--- src/sv/med_pkg.sv ---
`default_nettype none

package med_pkg;

    // Width of the stored element count and of the pause counter
    localparam int LEN_W   = 4;
    localparam int TICKS_W = 4;
    // Elements held by the ROM key; longer shapes never match
    localparam int KEY_BITS = 7;
    // Widest stored pattern the block supports
    localparam int PAT_MAX_W = 15;
    // Count, flag, counter and closed bit stored next to the pattern
    localparam int STATE_EXTRA_W = LEN_W + 1 + TICKS_W + 1;

    localparam logic [3:0] GAP_RESET    = 4'd4;
    localparam logic [7:0] CHAR_DOT     = 8'h2E;
    localparam logic [7:0] CHAR_DASH    = 8'h2D;
    localparam logic [7:0] CHAR_SPACE   = 8'h20;
    localparam logic [7:0] CHAR_UNKNOWN = 8'h00;

    typedef enum logic [1:0] {
        ELEM_PAUSE = 2'd0,
        ELEM_DIT   = 2'd1,
        ELEM_DAH   = 2'd2,
        ELEM_NONE  = 2'd3
    } elem_t;

    typedef enum logic [1:0] {
        KIND_ECHO    = 2'd0,
        KIND_CHAR    = 2'd1,
        KIND_UNKNOWN = 2'd2,
        KIND_SPACE   = 2'd3
    } kind_t;

    typedef struct packed {
        logic       valid;
        kind_t      kind;
        logic [7:0] code;
    } result_t;

    typedef struct packed {
        logic       hit;
        logic [7:0] code;
    } rom_hit_t;

    // Morse ROM: element i at bit i, 1 = dah. Shapes repeated later in the
    // table (the asterisk shares the plus shape) are left out.
    function automatic rom_hit_t rom_lookup(input logic [LEN_W-1:0] len,
                                            input logic [KEY_BITS-1:0] bits);
        rom_hit_t r;
        r.hit  = 1'b1;
        r.code = CHAR_UNKNOWN;
        case ({len, bits})
            {4'd2, 7'b0000010}: r.code = 8'h41; // A
            {4'd4, 7'b0000001}: r.code = 8'h42; // B
            {4'd4, 7'b0000101}: r.code = 8'h43; // C
            {4'd3, 7'b0000001}: r.code = 8'h44; // D
            {4'd1, 7'b0000000}: r.code = 8'h45; // E
            {4'd4, 7'b0000100}: r.code = 8'h46; // F
            {4'd3, 7'b0000011}: r.code = 8'h47; // G
            {4'd4, 7'b0000000}: r.code = 8'h48; // H
            {4'd2, 7'b0000000}: r.code = 8'h49; // I
            {4'd4, 7'b0001110}: r.code = 8'h4A; // J
            {4'd3, 7'b0000101}: r.code = 8'h4B; // K
            {4'd4, 7'b0000010}: r.code = 8'h4C; // L
            {4'd2, 7'b0000011}: r.code = 8'h4D; // M
            {4'd2, 7'b0000001}: r.code = 8'h4E; // N
            {4'd3, 7'b0000111}: r.code = 8'h4F; // O
            {4'd4, 7'b0000110}: r.code = 8'h50; // P
            {4'd4, 7'b0001011}: r.code = 8'h51; // Q
            {4'd3, 7'b0000010}: r.code = 8'h52; // R
            {4'd3, 7'b0000000}: r.code = 8'h53; // S
            {4'd1, 7'b0000001}: r.code = 8'h54; // T
            {4'd3, 7'b0000100}: r.code = 8'h55; // U
            {4'd4, 7'b0001000}: r.code = 8'h56; // V
            {4'd3, 7'b0000110}: r.code = 8'h57; // W
            {4'd4, 7'b0001001}: r.code = 8'h58; // X
            {4'd4, 7'b0001101}: r.code = 8'h59; // Y
            {4'd4, 7'b0000011}: r.code = 8'h5A; // Z
            {4'd5, 7'b0011111}: r.code = 8'h30; // 0
            {4'd5, 7'b0011110}: r.code = 8'h31; // 1
            {4'd5, 7'b0011100}: r.code = 8'h32; // 2
            {4'd5, 7'b0011000}: r.code = 8'h33; // 3
            {4'd5, 7'b0010000}: r.code = 8'h34; // 4
            {4'd5, 7'b0000000}: r.code = 8'h35; // 5
            {4'd5, 7'b0000001}: r.code = 8'h36; // 6
            {4'd5, 7'b0000011}: r.code = 8'h37; // 7
            {4'd5, 7'b0000111}: r.code = 8'h38; // 8
            {4'd5, 7'b0001111}: r.code = 8'h39; // 9
            {4'd6, 7'b0010010}: r.code = 8'h22; // double quote
            {4'd6, 7'b0011110}: r.code = 8'h27; // apostrophe
            {4'd7, 7'b1001000}: r.code = 8'h24; // dollar
            {4'd5, 7'b0001101}: r.code = 8'h28; // open paren
            {4'd6, 7'b0101101}: r.code = 8'h29; // close paren
            {4'd5, 7'b0001010}: r.code = 8'h2B; // plus
            {4'd6, 7'b0110011}: r.code = 8'h2C; // comma
            {4'd6, 7'b0100001}: r.code = 8'h2D; // hyphen
            {4'd6, 7'b0101010}: r.code = 8'h2E; // period
            {4'd5, 7'b0001001}: r.code = 8'h2F; // slash
            {4'd6, 7'b0000111}: r.code = 8'h3A; // colon
            {4'd6, 7'b0010101}: r.code = 8'h3B; // semicolon
            {4'd5, 7'b0010001}: r.code = 8'h3D; // equals
            {4'd6, 7'b0001100}: r.code = 8'h3F; // question mark
            {4'd6, 7'b0101100}: r.code = 8'h5F; // underscore
            {4'd6, 7'b0010110}: r.code = 8'h40; // at sign
            {4'd6, 7'b0101000}: r.code = 8'h3C; // end of work prosign
            {4'd7, 7'b1010001}: r.code = 8'h3E; // end of contact prosign
            {4'd5, 7'b0001000}: r.code = 8'h21; // understood prosign
            {4'd5, 7'b0000010}: r.code = 8'h26; // wait prosign
            {4'd4, 7'b0001100}: r.code = 8'hDC; // U umlaut
            {4'd4, 7'b0001010}: r.code = 8'hC4; // A umlaut
            {4'd5, 7'b0000101}: r.code = 8'hC7; // C cedilla
            {4'd4, 7'b0000111}: r.code = 8'hD6; // O umlaut
            {4'd5, 7'b0000100}: r.code = 8'hC9; // E acute
            {4'd5, 7'b0010010}: r.code = 8'hC8; // E grave
            {4'd5, 7'b0010110}: r.code = 8'hC0; // A grave
            {4'd5, 7'b0011011}: r.code = 8'hD1; // N tilde
            {4'd4, 7'b0001111}: r.code = 8'hAA; // ch
            {4'd5, 7'b0010011}: r.code = 8'hAE; // reserved shape
            default:            r.hit  = 1'b0;
        endcase
        return r;
    endfunction

endpackage

`default_nettype wire

--- src/sv/med_state_ram.sv ---
`default_nettype none

// One-entry state store with a registered read port. The entry reads as
// zero until its first write.
module med_state_ram #(
    parameter int W = 17
) (
    input  wire logic         clk,
    input  wire logic         rst_n,
    input  wire logic         wr_en,
    input  wire logic [W-1:0] wr_data,
    input  wire logic         rd_en,
    output logic      [W-1:0] rd_data
);

    logic [W-1:0] mem_reg [1];
    logic         written_reg;
    logic [W-1:0] rd_data_reg;

    // Write the entry
    always_ff @(posedge clk)
    begin
        if (wr_en)
        begin
            mem_reg[0] <= wr_data;
        end
    end

    // Track whether the entry holds data
    always_ff @(posedge clk or negedge rst_n)
    begin
        if (!rst_n)
        begin
            written_reg <= 1'b0;
        end
        else if (wr_en)
        begin
            written_reg <= 1'b1;
        end
    end

    // Register the read data
    always_ff @(posedge clk)
    begin
        if (rd_en)
        begin
            rd_data_reg <= written_reg ? mem_reg[0] : '0;
        end
    end

    assign rd_data = rd_data_reg;

endmodule

`default_nettype wire

--- src/sv/med_step.sv ---
`default_nettype none

// Next-state and result logic for one keyed element.
module med_step #(
    parameter int MAX_ELEMENTS = 7
) (
    input  wire logic                                          clk,
    input  wire logic                                          rst_n,
    input  wire logic [MAX_ELEMENTS+med_pkg::STATE_EXTRA_W-1:0] state_in,
    input  wire med_pkg::elem_t                                element,
    input  wire logic                                          cfg_wr_en,
    input  wire logic [3:0]                                    cfg_wr_data,
    output logic      [MAX_ELEMENTS+med_pkg::STATE_EXTRA_W-1:0] state_out,
    output med_pkg::result_t                                   res
);

    localparam int LEN_LO    = MAX_ELEMENTS;
    localparam int OVF_POS   = LEN_LO + med_pkg::LEN_W;
    localparam int TICKS_LO  = OVF_POS + 1;
    localparam int CLOSE_POS = TICKS_LO + med_pkg::TICKS_W;

    logic [3:0]                    gap_reg;
    logic [3:0]                    gap_eff;
    logic [MAX_ELEMENTS-1:0]       bits;
    logic [med_pkg::LEN_W-1:0]     len;
    logic                          ovf;
    logic [med_pkg::TICKS_W-1:0]   ticks;
    logic                          closed;
    logic [MAX_ELEMENTS-1:0]       bits_n;
    logic [med_pkg::LEN_W-1:0]     len_n;
    logic                          ovf_n;
    logic [med_pkg::TICKS_W-1:0]   ticks_n;
    logic                          closed_n;
    logic [med_pkg::PAT_MAX_W-1:0] bits_wide;
    med_pkg::rom_hit_t             hit;

    // Hold the word gap setting
    always_ff @(posedge clk or negedge rst_n)
    begin
        if (!rst_n)
        begin
            gap_reg <= med_pkg::GAP_RESET;
        end
        else if (cfg_wr_en)
        begin
            gap_reg <= cfg_wr_data;
        end
    end

    assign gap_eff = (gap_reg == 4'd0) ? 4'd1 : gap_reg;

    // Split the stored state
    assign bits   = state_in[LEN_LO-1:0];
    assign len    = state_in[OVF_POS-1:LEN_LO];
    assign ovf    = state_in[OVF_POS];
    assign ticks  = state_in[CLOSE_POS-1:TICKS_LO];
    assign closed = state_in[CLOSE_POS];

    // Look the pattern up
    assign bits_wide = med_pkg::PAT_MAX_W'(bits);
    assign hit       = med_pkg::rom_lookup(len, bits_wide[med_pkg::KEY_BITS-1:0]);

    // Advance the state and form the result
    always_comb
    begin
        bits_n   = bits;
        len_n    = len;
        ovf_n    = ovf;
        ticks_n  = ticks;
        closed_n = closed;
        res      = '{valid: 1'b0, kind: med_pkg::KIND_ECHO, code: 8'h00};
        case (element)
            med_pkg::ELEM_DIT, med_pkg::ELEM_DAH:
            begin
                closed_n = 1'b0;
                ticks_n  = '0;
                if (len < med_pkg::LEN_W'(MAX_ELEMENTS))
                begin
                    for (int i = 0; i < MAX_ELEMENTS; i++)
                    begin
                        if ((len == med_pkg::LEN_W'(i)) && (element == med_pkg::ELEM_DAH))
                        begin
                            bits_n[i] = 1'b1;
                        end
                    end
                    len_n = len + 1'b1;
                end
                else
                begin
                    ovf_n = 1'b1;
                end
                res.valid = 1'b1;
                res.kind  = med_pkg::KIND_ECHO;
                res.code  = (element == med_pkg::ELEM_DAH) ? med_pkg::CHAR_DASH
                                                           : med_pkg::CHAR_DOT;
            end
            med_pkg::ELEM_PAUSE:
            begin
                if (!closed)
                begin
                    // Close the character on the first pause
                    if (ticks == '0)
                    begin
                        if ((len != '0) || ovf)
                        begin
                            res.valid = 1'b1;
                            if (!ovf && hit.hit)
                            begin
                                res.kind = med_pkg::KIND_CHAR;
                                res.code = hit.code;
                            end
                            else
                            begin
                                res.kind = med_pkg::KIND_UNKNOWN;
                                res.code = med_pkg::CHAR_UNKNOWN;
                            end
                        end
                        bits_n = '0;
                        len_n  = '0;
                        ovf_n  = 1'b0;
                    end
                    // Count the pause, saturating
                    if (ticks != '1)
                    begin
                        ticks_n = ticks + 1'b1;
                    end
                    // Close the word once the gap is exceeded
                    if (ticks >= gap_eff)
                    begin
                        closed_n = 1'b1;
                        if (!res.valid)
                        begin
                            res.valid = 1'b1;
                            res.kind  = med_pkg::KIND_SPACE;
                            res.code  = med_pkg::CHAR_SPACE;
                        end
                    end
                end
            end
            default:
            begin
                res.valid = 1'b0;
            end
        endcase
    end

    assign state_out = {closed_n, ticks_n, ovf_n, len_n, bits_n};

endmodule

`default_nettype wire

--- src/sv/morse_element_decoder_unit.sv ---
// Morse element decoder.
// Input items on s_axis carry one keyed element each (pause tick, dit or
// dah). Each item gives zero or one result item on m_axis: an echo of a
// dit or dah, a decoded character, an unknown marker, or a word space.
// cfg_wr_en/cfg_wr_data load the word gap (pause ticks beyond which a
// word space goes out); write it only while the block is idle.
// An accepted item's element and stored state are registered at the
// accepting edge; the update stage then loads its result into the output
// register, waiting while that register is full and m_axis stalls.
// Throughput: one item per cycle while m_axis does not stall. The decoder
// state sits in a one-entry memory read ahead of its update; the value
// written in the cycle of that read is forwarded to the update stage, so
// items may follow each other back to back.
// Reset clears the stored pattern, counters and flags (the state reads as
// zero until first written) and sets the word gap to 4.
// When m_axis stalls, the output register holds its item; an item with a
// result then waits in the update stage, and s_axis_tready drops only
// when both are full. Items that give no result never wait on m_axis.
`default_nettype none

module morse_element_decoder_unit #(
    parameter int MAX_ELEMENTS = 7
) (
    input  wire logic       clk,
    input  wire logic       rst_n,
    // tdata: element [1:0], zero fill [7:2]
    input  wire logic [7:0] s_axis_tdata,
    input  wire logic       s_axis_tvalid,
    output logic            s_axis_tready,
    // tdata: char_code [7:0]
    output logic      [7:0] m_axis_tdata,
    // tuser: result_kind [1:0]
    output logic      [1:0] m_axis_tuser,
    output logic            m_axis_tvalid,
    input  wire logic       m_axis_tready,
    input  wire logic       cfg_wr_en,
    input  wire logic [3:0] cfg_wr_data
);

    localparam int STATE_W = MAX_ELEMENTS + med_pkg::STATE_EXTRA_W;

    logic                 accept;
    logic                 upd_go;
    logic                 upd_valid_reg;
    logic                 upd_valid_next;
    med_pkg::elem_t       elem_reg;
    logic                 fwd_reg;
    logic [STATE_W-1:0]   wdata_reg;
    logic [STATE_W-1:0]   rd_state;
    logic [STATE_W-1:0]   cur_state;
    logic [STATE_W-1:0]   state_next;
    med_pkg::result_t     res;
    logic                 out_valid_reg;
    logic                 out_valid_next;
    logic [7:0]           out_code_reg;
    med_pkg::kind_t       out_kind_reg;

    // Advance the update stage unless its result cannot be placed
    assign upd_go        = upd_valid_reg && (!res.valid || !out_valid_reg || m_axis_tready);
    assign s_axis_tready = !upd_valid_reg || upd_go;
    assign accept        = s_axis_tvalid && s_axis_tready;

    med_state_ram #(
        .W (STATE_W)
    ) u_state_ram (
        .clk     (clk),
        .rst_n   (rst_n),
        .wr_en   (upd_go),
        .wr_data (state_next),
        .rd_en   (accept),
        .rd_data (rd_state)
    );

    // Forward the state written in the cycle of the read
    assign cur_state = fwd_reg ? wdata_reg : rd_state;

    med_step #(
        .MAX_ELEMENTS (MAX_ELEMENTS)
    ) u_step (
        .clk         (clk),
        .rst_n       (rst_n),
        .state_in    (cur_state),
        .element     (elem_reg),
        .cfg_wr_en   (cfg_wr_en),
        .cfg_wr_data (cfg_wr_data),
        .state_out   (state_next),
        .res         (res)
    );

    // Track the update stage occupancy
    always_comb
    begin
        upd_valid_next = upd_valid_reg;
        if (accept)
        begin
            upd_valid_next = 1'b1;
        end
        else if (upd_go)
        begin
            upd_valid_next = 1'b0;
        end
    end

    always_ff @(posedge clk or negedge rst_n)
    begin
        if (!rst_n)
        begin
            upd_valid_reg <= 1'b0;
            fwd_reg       <= 1'b0;
        end
        else
        begin
            upd_valid_reg <= upd_valid_next;
            if (accept)
            begin
                fwd_reg <= upd_go;
            end
        end
    end

    // Capture the item and the last written state
    always_ff @(posedge clk)
    begin
        if (accept)
        begin
            elem_reg <= med_pkg::elem_t'(s_axis_tdata[1:0]);
        end
        if (upd_go)
        begin
            wdata_reg <= state_next;
        end
    end

    // Hold a result until the receiver takes it
    always_comb
    begin
        out_valid_next = out_valid_reg;
        if (upd_go && res.valid)
        begin
            out_valid_next = 1'b1;
        end
        else if (m_axis_tready)
        begin
            out_valid_next = 1'b0;
        end
    end

    always_ff @(posedge clk or negedge rst_n)
    begin
        if (!rst_n)
        begin
            out_valid_reg <= 1'b0;
        end
        else
        begin
            out_valid_reg <= out_valid_next;
        end
    end

    always_ff @(posedge clk)
    begin
        if (upd_go && res.valid)
        begin
            out_code_reg <= res.code;
            out_kind_reg <= res.kind;
        end
    end

    assign m_axis_tvalid = out_valid_reg;
    assign m_axis_tdata  = out_code_reg;
    assign m_axis_tuser  = out_kind_reg;

endmodule

`default_nettype wire
--- config.mk ---
export PLATFORM = sky130hd
export DESIGN_NAME = morse_element_decoder_unit
export DESIGN_NICKNAME = d
export VERILOG_FILES = /design/src/sv/med_pkg.sv /design/src/sv/med_state_ram.sv /design/src/sv/med_step.sv /design/src/sv/morse_element_decoder_unit.sv
export SDC_FILE = /design/constraint.sdc
export NUM_CORES = 1
export LEC_CHECK = 0
export BUFFER_PORTS_ARGS = -buffer_cell sky130_fd_sc_hd__buf_2
export CORE_MARGIN = 4
export CORE_UTILIZATION = 31
export DETAILED_ROUTE_END_ITERATION = 16
export PLACE_DENSITY = 0.45
export SYNTH_ARGS = -nofsm -noshare
export SYNTH_HDL_FRONTEND = slang
export SYNTH_SLANG_ARGS = --single-unit
--- constraint.sdc ---
create_clock -name clk -period 5.9 [get_ports clk]
set_input_delay 1.18 -clock clk [delete_from_list [all_inputs] [get_ports clk]]
set_output_delay 1.18 -clock clk [all_outputs]
set_load 0.03 [all_outputs]
==> metrics <==
status finished, final reports clean; Total Wirelength 11800 um; clock skew 0.00704 ns; Setup Viol. Count Final 0; post-synthesis cell type count 76; CP Capture Type primary output; Hold Fails Final Rpt 0; vias in the first global route 3460; pwr/cell area 285 nW/um^2; # H-tree levels 2; hold crit path type reg -> reg; DIE AREA 15000 sq um; fin area 4490 sq um; CP most frequent cell a21o_1; Final period util 73.8%; largest net degree at the start of global routing 44; Period minus WS final 4.36 ns; clk sink count 54; Nets 485; IO Port Bufs 22; Syn-to-layout area delta 10.6%; count of warnings emitted by yosys 0; part of the power in combinational logic 30.4%; Leak Pwr 1.70 nW; unrepaired setup endpoints after global routing no; Main synth FF type edfxtp_1; Post-DRT Antenna Nets 0; crit start category register; slowest stage delay, CP 0.69 ns; sw power 0.000454 W; Die H 122 um; Antenna Cells 0; Clock transition at path regs 0.08 ns; layout cells sized above 1 14.9%; WP data required 4.72 ns; Sw Share 35.5%; gr usage total 16.0%; Cells after Synth 438; post-synthesis sequential area ratio 39.0%; core area 12700 sq um; Worst slew margin 33.1%; initial antenna violation count 0; post-CTS setup buffer count 0; clock root cell clkbuf_16; global-route wire length before repair 18800 um; most frequent cells in the layout nand2_1 (46), edfxtp_1 (46), a21oi_1 (39); Max Freq 230 MHz; slowest CP cell dfrtp_2; Placed Instance Area 4320 sq um; DRC 0; max-cap viol count 0; Crit Path Category reg -> out; top cell type's share of synthesized area 34.0%; Final Max Slew Viols 0; crit path max fanout 21; Post-synth EDFFs 46; GRT overflow 0; Starting Density 31.9%; Core Rows 41; per-cell routed wire length 18.8 um; Post-Syn Area per Cell 9.27 sq um; top post-synthesis cells by area edfxtp_1 (34%), a21oi_1 (4.8%), dfrtp_1 (4.3%); via count 3507; dominant cell type by area after synthesis edfxtp_1; Fin Setup TNS 0 ns; DP Wirelength 8740 um; Mapped Area 4060 sq um; vias per std cell 5.58; drt pass-1 iters 5; worst-margin pin slew 1.00 ns; Max Buffers Root-to-Sink 2; First DRT Iteration DRCs 325; hold_buf cts 0; asr flop ratio synth 14.8%; Worst-Skew Late Latency 0.30 ns; P_int 0.000826 W; gpl congestion 0.919; Worst EP arrival 3.18 ns; register share of total power 41.9%; TritonCTS Buffers 5; IO Count 29; maximum vdd drop 0.184 mV; net count after synthesis 468; Filler Cells Inserted 1370; Die Wd 122 um; CTS tree built; Clock power frac 27.7%; post-cts resize count 0; critical path, cell by cell mux2i_1 -> ha_1 -> nand2b_1 -> a21o_1 -> a21o_1 -> a21oi_1 -> a21oi_2 -> o21bai_1 -> or2_1 -> buf_2; Yosys reg bits 54
logic make-up after synthesis:
kind of cell | Yosys count | share of synthesized area (%)
flip-flops | 54 | 39.0
AO/OA/AOI/OAI | 115 | 18.8
adder cells (fa/ha/maj) | 13 | 4.01
multiplexers | 19 | 5.27
XOR/XNOR | 3 | 0.647
buffers and inverters | 32 | 3.88
AND/OR/NAND/NOR | 202 | 28.4
area by class of cell:
cell class / count / area, sq um / area share (%)
well taps: 172 / 215 / 4.79
inverters: 17 / 63.8 / 1.42
repair buffers: 25 / 133 / 2.95
clock inverters: 3 / 48.8 / 1.09
flip-flops and latches: 54 / 1580 / 35.3
multi-input cells: 352 / 2320 / 51.7
clock buffers: 5 / 125 / 2.79
stage by stage:
stage	hold WS (ns)	power, W	setup WS, ns	util (%)	std cells
floorplan	0.482	0.000822	1.81	-	438
global placement	0.502	0.000928	1.84	33.9	620
finish	0.526	0.00128	1.54	35.3	628
CTS	0.528	0.00129	1.48	35.3	628
detailed placement	0.502	0.000931	1.84	33.9	620
global route	0.539	0.00136	1.19	35.3	628
critical path: cells and delay by family (launching register included):
| family | cells | cell delay (ns) |
|---|---|---|
| DFF | 1 | 0.69 |
| and+or+nand+nor | 2 | 0.30 |
| muxes | 1 | 0.36 |
| buffers and inverters | 1 | 0.20 |
| AOI/OAI and AO/OA | 5 | 1.04 |
| adders and majority gates | 1 | 0.28 |
layer usage:
layer | wire (um) | vias to the layer above | global-route usage [%]
met1 | 5740 | 1686 | 22.5
met4 | 414 | 0 | 6.44
met2 | 5250 | 94 | 24.8
met5 | 0 | - | 0
li1 | - | 1701 | -
met3 | 373 | 26 | 2.07
power by group through the flow:
stage / combinational, W / clock, W / sequential (W)
2_1_floorplan: 0.000293 / 0 / 0.000530
3_3_place_gp: 0.000386 / 0 / 0.000543
3_5_place_dp: 0.000386 / 0 / 0.000544
4_1_cts: 0.000390 / 0.000366 / 0.000536
5_1_grt: 0.000431 / 0.000384 / 0.000545
6_report: 0.000389 / 0.000355 / 0.000536
Yosys cell counts, types with 4 or more instances:
| library cell | instances |
|---|---|
| nand4b_1 | 6 |
| ha_1 | 13 |
| and2_1 | 23 |
| mux2_2 | 6 |
| dfrtp_1 | 7 |
| o22ai_1 | 7 |
| nor2b_1 | 4 |
| nand2b_1 | 6 |
| a22o_1 | 5 |
| buf_2 | 5 |
| or3_1 | 6 |
| nand3b_1 | 6 |
| nand4_1 | 8 |
| nand2_1 | 46 |
| clkbuf_1 | 6 |
| a21o_1 | 5 |
| mux2i_1 | 11 |
| nor3_1 | 9 |
| nor4_1 | 4 |
| a21oi_1 | 39 |
| or3b_2 | 8 |
| nand3_1 | 18 |
| a22oi_1 | 7 |
| a31oi_1 | 8 |
| nor2_1 | 30 |
| inv_1 | 16 |
| o21ai_0 | 13 |
| edfxtp_1 | 46 |
final timing paths:
path,start,end,slack (ns),cells past startpoint
worst min register to register,u_step.gap_reg[0]$_DFFE_PN0P_,u_step.gap_reg[0]$_DFFE_PN0P_,0.53,1
max in group asynchronous,rst_n,u_step.gap_reg[2]$_DFFE_PN1P_,4.94,1
worst min-delay path,u_step.gap_reg[0]$_DFFE_PN0P_,u_step.gap_reg[0]$_DFFE_PN0P_,0.53,1
worst max register to register,fwd_reg$_DFFE_PN0P_,m_axis_tuser[0]$_DFFE_PP_,2.03,9
min in group asynchronous,rst_n,u_step.gap_reg[1]$_DFFE_PN0P_,0.72,1
worst max-delay path,fwd_reg$_DFFE_PN0P_,s_axis_tready,1.54,10
No activity file was read; power rests on OpenSTA's default activity.
